File: src/rtl/blr_pkg.sv
// Shared types for the line rasterizer: coordinate widths, request codes,
// the input and result words, and the per-line walking state. No dependencies.
package blr_pkg;

    localparam int COORD_BITS = 12;
    localparam int DEC_BITS   = COORD_BITS + 2;

    typedef logic signed [COORD_BITS-1:0] coord_t;
    typedef logic        [COORD_BITS-1:0] dist_t;
    typedef logic signed [DEC_BITS-1:0]   dec_t;

    typedef enum logic {
        REQ_START = 1'b0,
        REQ_STEP  = 1'b1
    } req_type_t;

    typedef struct packed {
        req_type_t req_type;
        coord_t    x_start;
        coord_t    y_start;
        coord_t    x_end;
        coord_t    y_end;
    } in_item_t;

    typedef struct packed {
        coord_t pixel_x;
        coord_t pixel_y;
        logic   last;
    } out_item_t;

    typedef struct packed {
        coord_t cur_x;
        coord_t cur_y;
        dec_t   decision;
        dist_t  steps_left;
        dist_t  delta_major;
        dist_t  delta_minor;
        logic   y_is_major;
        logic   minor_down;
        logic   active;
    } line_state_t;

endpackage

File: src/rtl/blr_setup.sv
// Line setup: absolute deltas, major axis, start point and initial decision term.
// Depends on blr_pkg.
module blr_setup
    import blr_pkg::*;
(
    input  in_item_t    in_item,
    output line_state_t setup_state
);

    logic signed [COORD_BITS:0] sdx;
    logic signed [COORD_BITS:0] sdy;
    logic signed [COORD_BITS:0] neg_dx;
    logic signed [COORD_BITS:0] neg_dy;
    dist_t                      adx;
    dist_t                      ady;
    logic                       y_major;
    logic                       take_end;
    dist_t                      major;
    dist_t                      minor;
    dec_t                       twice_minor;
    dec_t                       major_ext;

    always_comb begin
        sdx    = $signed({in_item.x_end[COORD_BITS-1], in_item.x_end})
               - $signed({in_item.x_start[COORD_BITS-1], in_item.x_start});
        sdy    = $signed({in_item.y_end[COORD_BITS-1], in_item.y_end})
               - $signed({in_item.y_start[COORD_BITS-1], in_item.y_start});
        neg_dx = -sdx;
        neg_dy = -sdy;
        adx    = sdx[COORD_BITS] ? neg_dx[COORD_BITS-1:0] : sdx[COORD_BITS-1:0];
        ady    = sdy[COORD_BITS] ? neg_dy[COORD_BITS-1:0] : sdy[COORD_BITS-1:0];

        // x wins ties, so diagonals walk along x
        y_major = (adx < ady);
        major   = y_major ? ady : adx;
        minor   = y_major ? adx : ady;

        // begin at the smaller major coordinate, start endpoint on a tie
        take_end = y_major ? (in_item.y_end < in_item.y_start)
                           : (in_item.x_end < in_item.x_start);

        twice_minor = {1'b0, minor, 1'b0};
        major_ext   = {2'b00, major};

        setup_state.cur_x       = take_end ? in_item.x_end : in_item.x_start;
        setup_state.cur_y       = take_end ? in_item.y_end : in_item.y_start;
        setup_state.decision    = twice_minor - major_ext;
        setup_state.steps_left  = major;
        setup_state.delta_major = major;
        setup_state.delta_minor = minor;
        setup_state.y_is_major  = y_major;
        setup_state.minor_down  = (sdx != '0) && (sdy != '0) &&
                                  (sdx[COORD_BITS] != sdy[COORD_BITS]);
        setup_state.active      = (major != '0);
    end

endmodule

File: src/rtl/blr_step.sv
// One Bresenham step: advance the major axis, update the decision term and
// move the minor axis when the term is non-negative. Depends on blr_pkg.
module blr_step
    import blr_pkg::*;
(
    input  line_state_t cur_state,
    output line_state_t step_state
);

    dec_t   twice_minor;
    dec_t   twice_major;
    logic   move_minor;
    coord_t major_coord;
    coord_t minor_coord;
    coord_t major_adv;
    coord_t minor_adv;
    dist_t  steps_dec;

    always_comb begin
        twice_minor = {1'b0, cur_state.delta_minor, 1'b0};
        twice_major = {1'b0, cur_state.delta_major, 1'b0};
        move_minor  = !cur_state.decision[DEC_BITS-1];

        major_coord = cur_state.y_is_major ? cur_state.cur_y : cur_state.cur_x;
        minor_coord = cur_state.y_is_major ? cur_state.cur_x : cur_state.cur_y;
        major_adv   = major_coord + coord_t'(1);
        if (!move_minor) begin
            minor_adv = minor_coord;
        end else if (cur_state.minor_down) begin
            minor_adv = minor_coord - coord_t'(1);
        end else begin
            minor_adv = minor_coord + coord_t'(1);
        end

        steps_dec = cur_state.steps_left - dist_t'(1);

        step_state            = cur_state;
        // the term stays inside its width after either update; wrap the sum freely
        step_state.decision   = move_minor
                              ? cur_state.decision + twice_minor - twice_major
                              : cur_state.decision + twice_minor;
        step_state.cur_x      = cur_state.y_is_major ? minor_adv : major_adv;
        step_state.cur_y      = cur_state.y_is_major ? major_adv : minor_adv;
        step_state.steps_left = steps_dec;
        step_state.active     = (steps_dec != '0);
    end

endmodule

File: src/rtl/bresenham_line_rasterizer.sv
// Bresenham line rasterizer, top level. Depends on blr_pkg, blr_setup, blr_step.
// Flow: an accepted word waits in the input register until the result register is
// free or draining; its pixel, if any, is then loaded into the result register.
// Throughput: one word per cycle while the result side is not stalled by m_ready.
// Reset (aresetn low, synchronous): both stages empty, no line active, state zeroed.
module bresenham_line_rasterizer
    import blr_pkg::*;
(
    input  logic      aclk,
    input  logic      aresetn,
    input  logic      s_valid,
    output logic      s_ready,
    input  in_item_t  s_item,
    output logic      m_valid,
    input  logic      m_ready,
    output out_item_t m_item
);

    // Input stage: holds one accepted word
    logic        in_valid_reg;
    logic        in_valid_next;
    in_item_t    in_item_reg;

    // Line walking state
    line_state_t state_reg;
    line_state_t state_next;
    line_state_t setup_state;
    line_state_t step_state;

    // Result stage
    logic        out_valid_reg;
    logic        out_valid_next;
    out_item_t   out_item_reg;
    out_item_t   out_item_next;

    logic        is_start;
    logic        has_result;
    logic        advance;
    logic        s_take;

    blr_setup u_setup (
        .in_item     (in_item_reg),
        .setup_state (setup_state)
    );

    blr_step u_step (
        .cur_state  (state_reg),
        .step_state (step_state)
    );

    always_comb begin
        is_start   = (in_item_reg.req_type == REQ_START);
        // a step with no line in progress is consumed silently
        has_result = is_start || state_reg.active;
        // move the input word on once the result register is free or draining
        advance    = in_valid_reg && (!out_valid_reg || m_ready);
        s_ready    = !in_valid_reg || advance;
        s_take     = s_valid && s_ready;

        // a start drops whatever line was in progress
        if (is_start) begin
            state_next = setup_state;
        end else if (state_reg.active) begin
            state_next = step_state;
        end else begin
            state_next = state_reg;
        end

        // emit the pixel the state lands on; last when nothing is left to walk
        out_item_next.pixel_x = state_next.cur_x;
        out_item_next.pixel_y = state_next.cur_y;
        out_item_next.last    = (state_next.steps_left == '0);

        if (s_take) begin
            in_valid_next = 1'b1;
        end else if (advance) begin
            in_valid_next = 1'b0;
        end else begin
            in_valid_next = in_valid_reg;
        end

        if (advance && has_result) begin
            out_valid_next = 1'b1;
        end else if (m_ready) begin
            out_valid_next = 1'b0;
        end else begin
            out_valid_next = out_valid_reg;
        end
    end

    // Control and line state
    always_ff @(posedge aclk) begin
        if (!aresetn) begin
            in_valid_reg  <= 1'b0;
            out_valid_reg <= 1'b0;
            state_reg     <= '0;
        end else begin
            in_valid_reg  <= in_valid_next;
            out_valid_reg <= out_valid_next;
            if (advance) begin
                state_reg <= state_next;
            end
        end
    end

    // Payload registers: load only, no reset
    always_ff @(posedge aclk) begin
        if (s_take) begin
            in_item_reg <= s_item;
        end
        if (advance && has_result) begin
            out_item_reg <= out_item_next;
        end
    end

    assign m_valid = out_valid_reg;
    assign m_item  = out_item_reg;

endmodule

File: config.mk
export PLATFORM = sky130hd
export DESIGN_NAME = bresenham_line_rasterizer
export DESIGN_NICKNAME = d
export VERILOG_FILES = /design/src/rtl/blr_pkg.sv /design/src/rtl/blr_setup.sv /design/src/rtl/blr_step.sv /design/src/rtl/bresenham_line_rasterizer.sv
export SDC_FILE = /design/constraint.sdc
export NUM_CORES = 1
export LEC_CHECK = 0
export ABC_CLOCK_PERIOD_IN_PS = 6500
export BUFFER_PORTS_ARGS = -buffer_cell sky130_fd_sc_hd__buf_2
export CORE_ASPECT_RATIO = 0.5
export CORE_MARGIN = 2
export CORE_UTILIZATION = 45
export CTS_CLUSTER_SIZE = 12
export DETAILED_ROUTE_END_ITERATION = 7
export HOLD_SLACK_MARGIN = 0.15
export SKIP_LAST_GASP = 1
export SYNTH_ARGS = -nofsm -noshare
export SYNTH_HDL_FRONTEND = slang
export SYNTH_SLANG_ARGS = --single-unit
File: constraint.sdc
create_clock -name aclk -period 6.5 [get_ports aclk]
set_input_delay 1.3 -clock aclk [delete_from_list [all_inputs] [get_ports aclk]]
set_output_delay 1.3 -clock aclk [all_outputs]
set_load 0.01 [all_outputs]
==> results.cfg <==
[run_status]
status = finished clean

[clock_tree]
cts.sinks = 152
cts_inserted_buffers = 17
hold_buffers = 0
htree_levels = 4
clock_path_buffers = 2
cts-root-buf = clkbuf_16
cts_tree = yes
clock_latency_ns = 0.46
clk_pin_slew_worst_paths_ns = 0.07

[logic_synthesis]
synth_nets = 1562
synth_xor_xnor_area_share_pct = 6.64
synth_enable_flop_cells = 74
synth_ff_type = dfxtp_1
syn_area_mm2 = 0.0118
synth-simple-area-share_pct = 17.5
synth_fa_ha_area_share_pct = 10.0
yosys_warnings = 0
synth_top_family_by_area = compound AO/OA/AOI/OAI gates
ys_ff_latch = 152
ys_seq_area_share_pct = 32.0
synth.avg_cell_area_um2 = 8.34
postSynthCellCount = 1420
synth_compound_area_share_pct = 23.7
async_flop_share_pct = 0
synthMuxAreaShare_pct = 4.81
ys_types = 96

[setup_path]
cp-endpoint = state_reg[49]
arrival_ns = 6.62
crit_slowest_cell = maj3_1
critPathLaunch = in_item_reg[41]
worstPathRequired_ns = 6.84
cp_common_cell = inv_1
critPathKind = flop to flop
r2r_cells = 32
cp_num_cells = 32
r2r_start = in_item_reg[41]
path_buf_inv = 5
critPathMaxFanout = 5
critPathTopFamily = compound AO/OA/AOI/OAI gates
r2r_setup_slack_ns = 0.21
crit_path_max_incr_delay_ns = 0.40
r2r_end = state_reg[49]
worst_setup_path_end_kind = flop
startpoint_type = flop

[routing]
met3_length_um = 1680
wl_met2_um = 15100
first_pass_iters = 5
highest_layer = met4
drt-total-wl_um = 34300
wl_per_cell_um = 18.1
wl_met1_um = 16800
vias_per_cell = 5.68
via_count = 10700
drcViolationCount = 0
final_antenna_net_count = 0
drt_iter0_drc = 754

[timing]
slew_violations = 0
maxSlewHeadroom_pct = 35.2
hold_viol_final = 0
fmax_mhz = 159
final-setup-viol-count = 0
min_period_ns = 6.29
period_share_pct = 96.7
tightest_slew_ns = 0.971
clock_skew_ns = 0.0132

[die]
start_util_pct = 46.3
row_count = 41
core_mm2 = 0.0255
die_h_um = 119
io_pins = 80
dieArea_mm2 = 0.0277
die_w_um = 233

[layout]
fill_cells = 2420
drive_gt1_share_pct = 18.3
largest_register_ffs = 76
final_util_pct = 54.0
fin_area_mm2 = 0.0138
final_common_cell = nand2_1
syn2layout_area_growth_pct = 16.5
mostFrequentLayoutCells = nand2_1, a21oi_1, nor2_1
final_nets = 1677
num_antenna_cells = 0

[placement]
placed_cell_area_mm2 = 0.0128
io_buffers = 79
gp_congestion = 0.927
dp.final_hpwl_um = 25500

[global_route]
grt_first_pass_wirelength_um = 54200
grt_pass1_vias = 10100
grt.total_usage_pct = 25.1
antenna_found_initial = 0
grt_max_degree = 76
overflow = 0

[run]
maxCapViolCount = 0

[power_and_ir_drop]
peakVddDrop_mv = 0.208
power.density_mw_per_mm2 = 390
leakagePower_nw = 5.58

[min_path]
hold_class = flop to flop
==> logic make-up after synthesis <==
group,Yosys count
simple gates,447
fa+ha+maj,92
xor+xnor,88
buf+inv,158
mux,54
flops,152
compound gates,429
==> power breakdown <==
part | internal (W) | switching [W]
Combinational | 0.00136 | 0.00191
Sequential | 0.00110 | 0.0000720
Clock | 0.000492 | 0.000438
Total | 0.00295 | 0.00242
==> through the flow <==
step                setup TNS [ns]  cells  worst slack [ns]  total power [W]  hold slack (ns)
floorplan                        0   1420            0.0273          0.00334            0.436
global placement                 0   1833             0.120          0.00411            0.445
detailed placement               0   1833            0.0240          0.00413            0.452
CTS                              0   1865         0.0000884          0.00509            0.462
global route                -0.285   1892           -0.0824          0.00574            0.481
finish                           0   1892             0.215          0.00538            0.460
==> how the worst min path moves through the flow <==
stage                  start       endpoint  depth (start not counted)
4_1_cts        state_reg[10]  state_reg[10]                          2
3_5_place_dp   state_reg[10]  state_reg[10]                          2
5_1_grt        state_reg[12]  state_reg[12]                          2
3_3_place_gp   state_reg[19]  state_reg[19]                          2
2_1_floorplan   state_reg[5]   state_reg[5]                          2
6_report       state_reg[19]  state_reg[19]                          2
==> synth_stat cells, types with 11 or more instances <==
cell type,n,area share (%)
a211oi_1,12,0.76
nand2_1,171,5.4
a21o_1,16,1.0
xor2_1,32,2.4
mux2_2,11,1.0
dfxtp_1,78,13
a21oi_1,152,6.4
inv_1,91,2.9
mux2i_1,40,3.4
nand4_1,11,0.58
and2_1,12,0.63
edfxtp_1,74,19
o21ai_1,27,1.1
o21ai_0,75,3.2
nor3_1,29,1.2
clkbuf_1,51,1.6
nor2_1,117,3.7
ha_1,83,8.8
nand3_1,36,1.5
or4_1,11,0.70
xnor2_1,54,4.0
o21bai_1,16,1.0
==> layer usage <==
layer / track usage [%] / vias to the layer above
met5: 0 / -
met4: 8.74 / 0
met3: 4.51 / 46
met2: 37.3 / 284
met1: 36.2 / 5082
li1: - / 5331
==> worst reg2reg max path, delay by kind of cell (launching register included) <==
family	cells	cell delay [ns]
fa+ha+maj	4	1.36
flops	1	0.39
buf+inv	5	0.49
mux	1	0.21
compound gates	17	2.98
xor+xnor	1	0.20
simple gates	4	0.54
==> area by class of cell <==
type / instances / area (um2) / area share, %
Multi-Input combinational cell: 1110 / 7680 / 55.7
Sequential cell: 152 / 3780 / 27.4
Timing Repair Buffer: 159 / 1010 / 7.31
Clock buffer: 20 / 437 / 3.17
Tap cell: 344 / 430 / 3.12
Inverter: 95 / 357 / 2.59
Clock inverter: 12 / 96.3 / 0.699
==> timing repair <==
item,4_1_cts,5_1_grt
setup buffers,0,27
setup endpoints to repair,0,10
gates resized for setup,0,51
No activity file was read; power rests on OpenSTA's default activity.
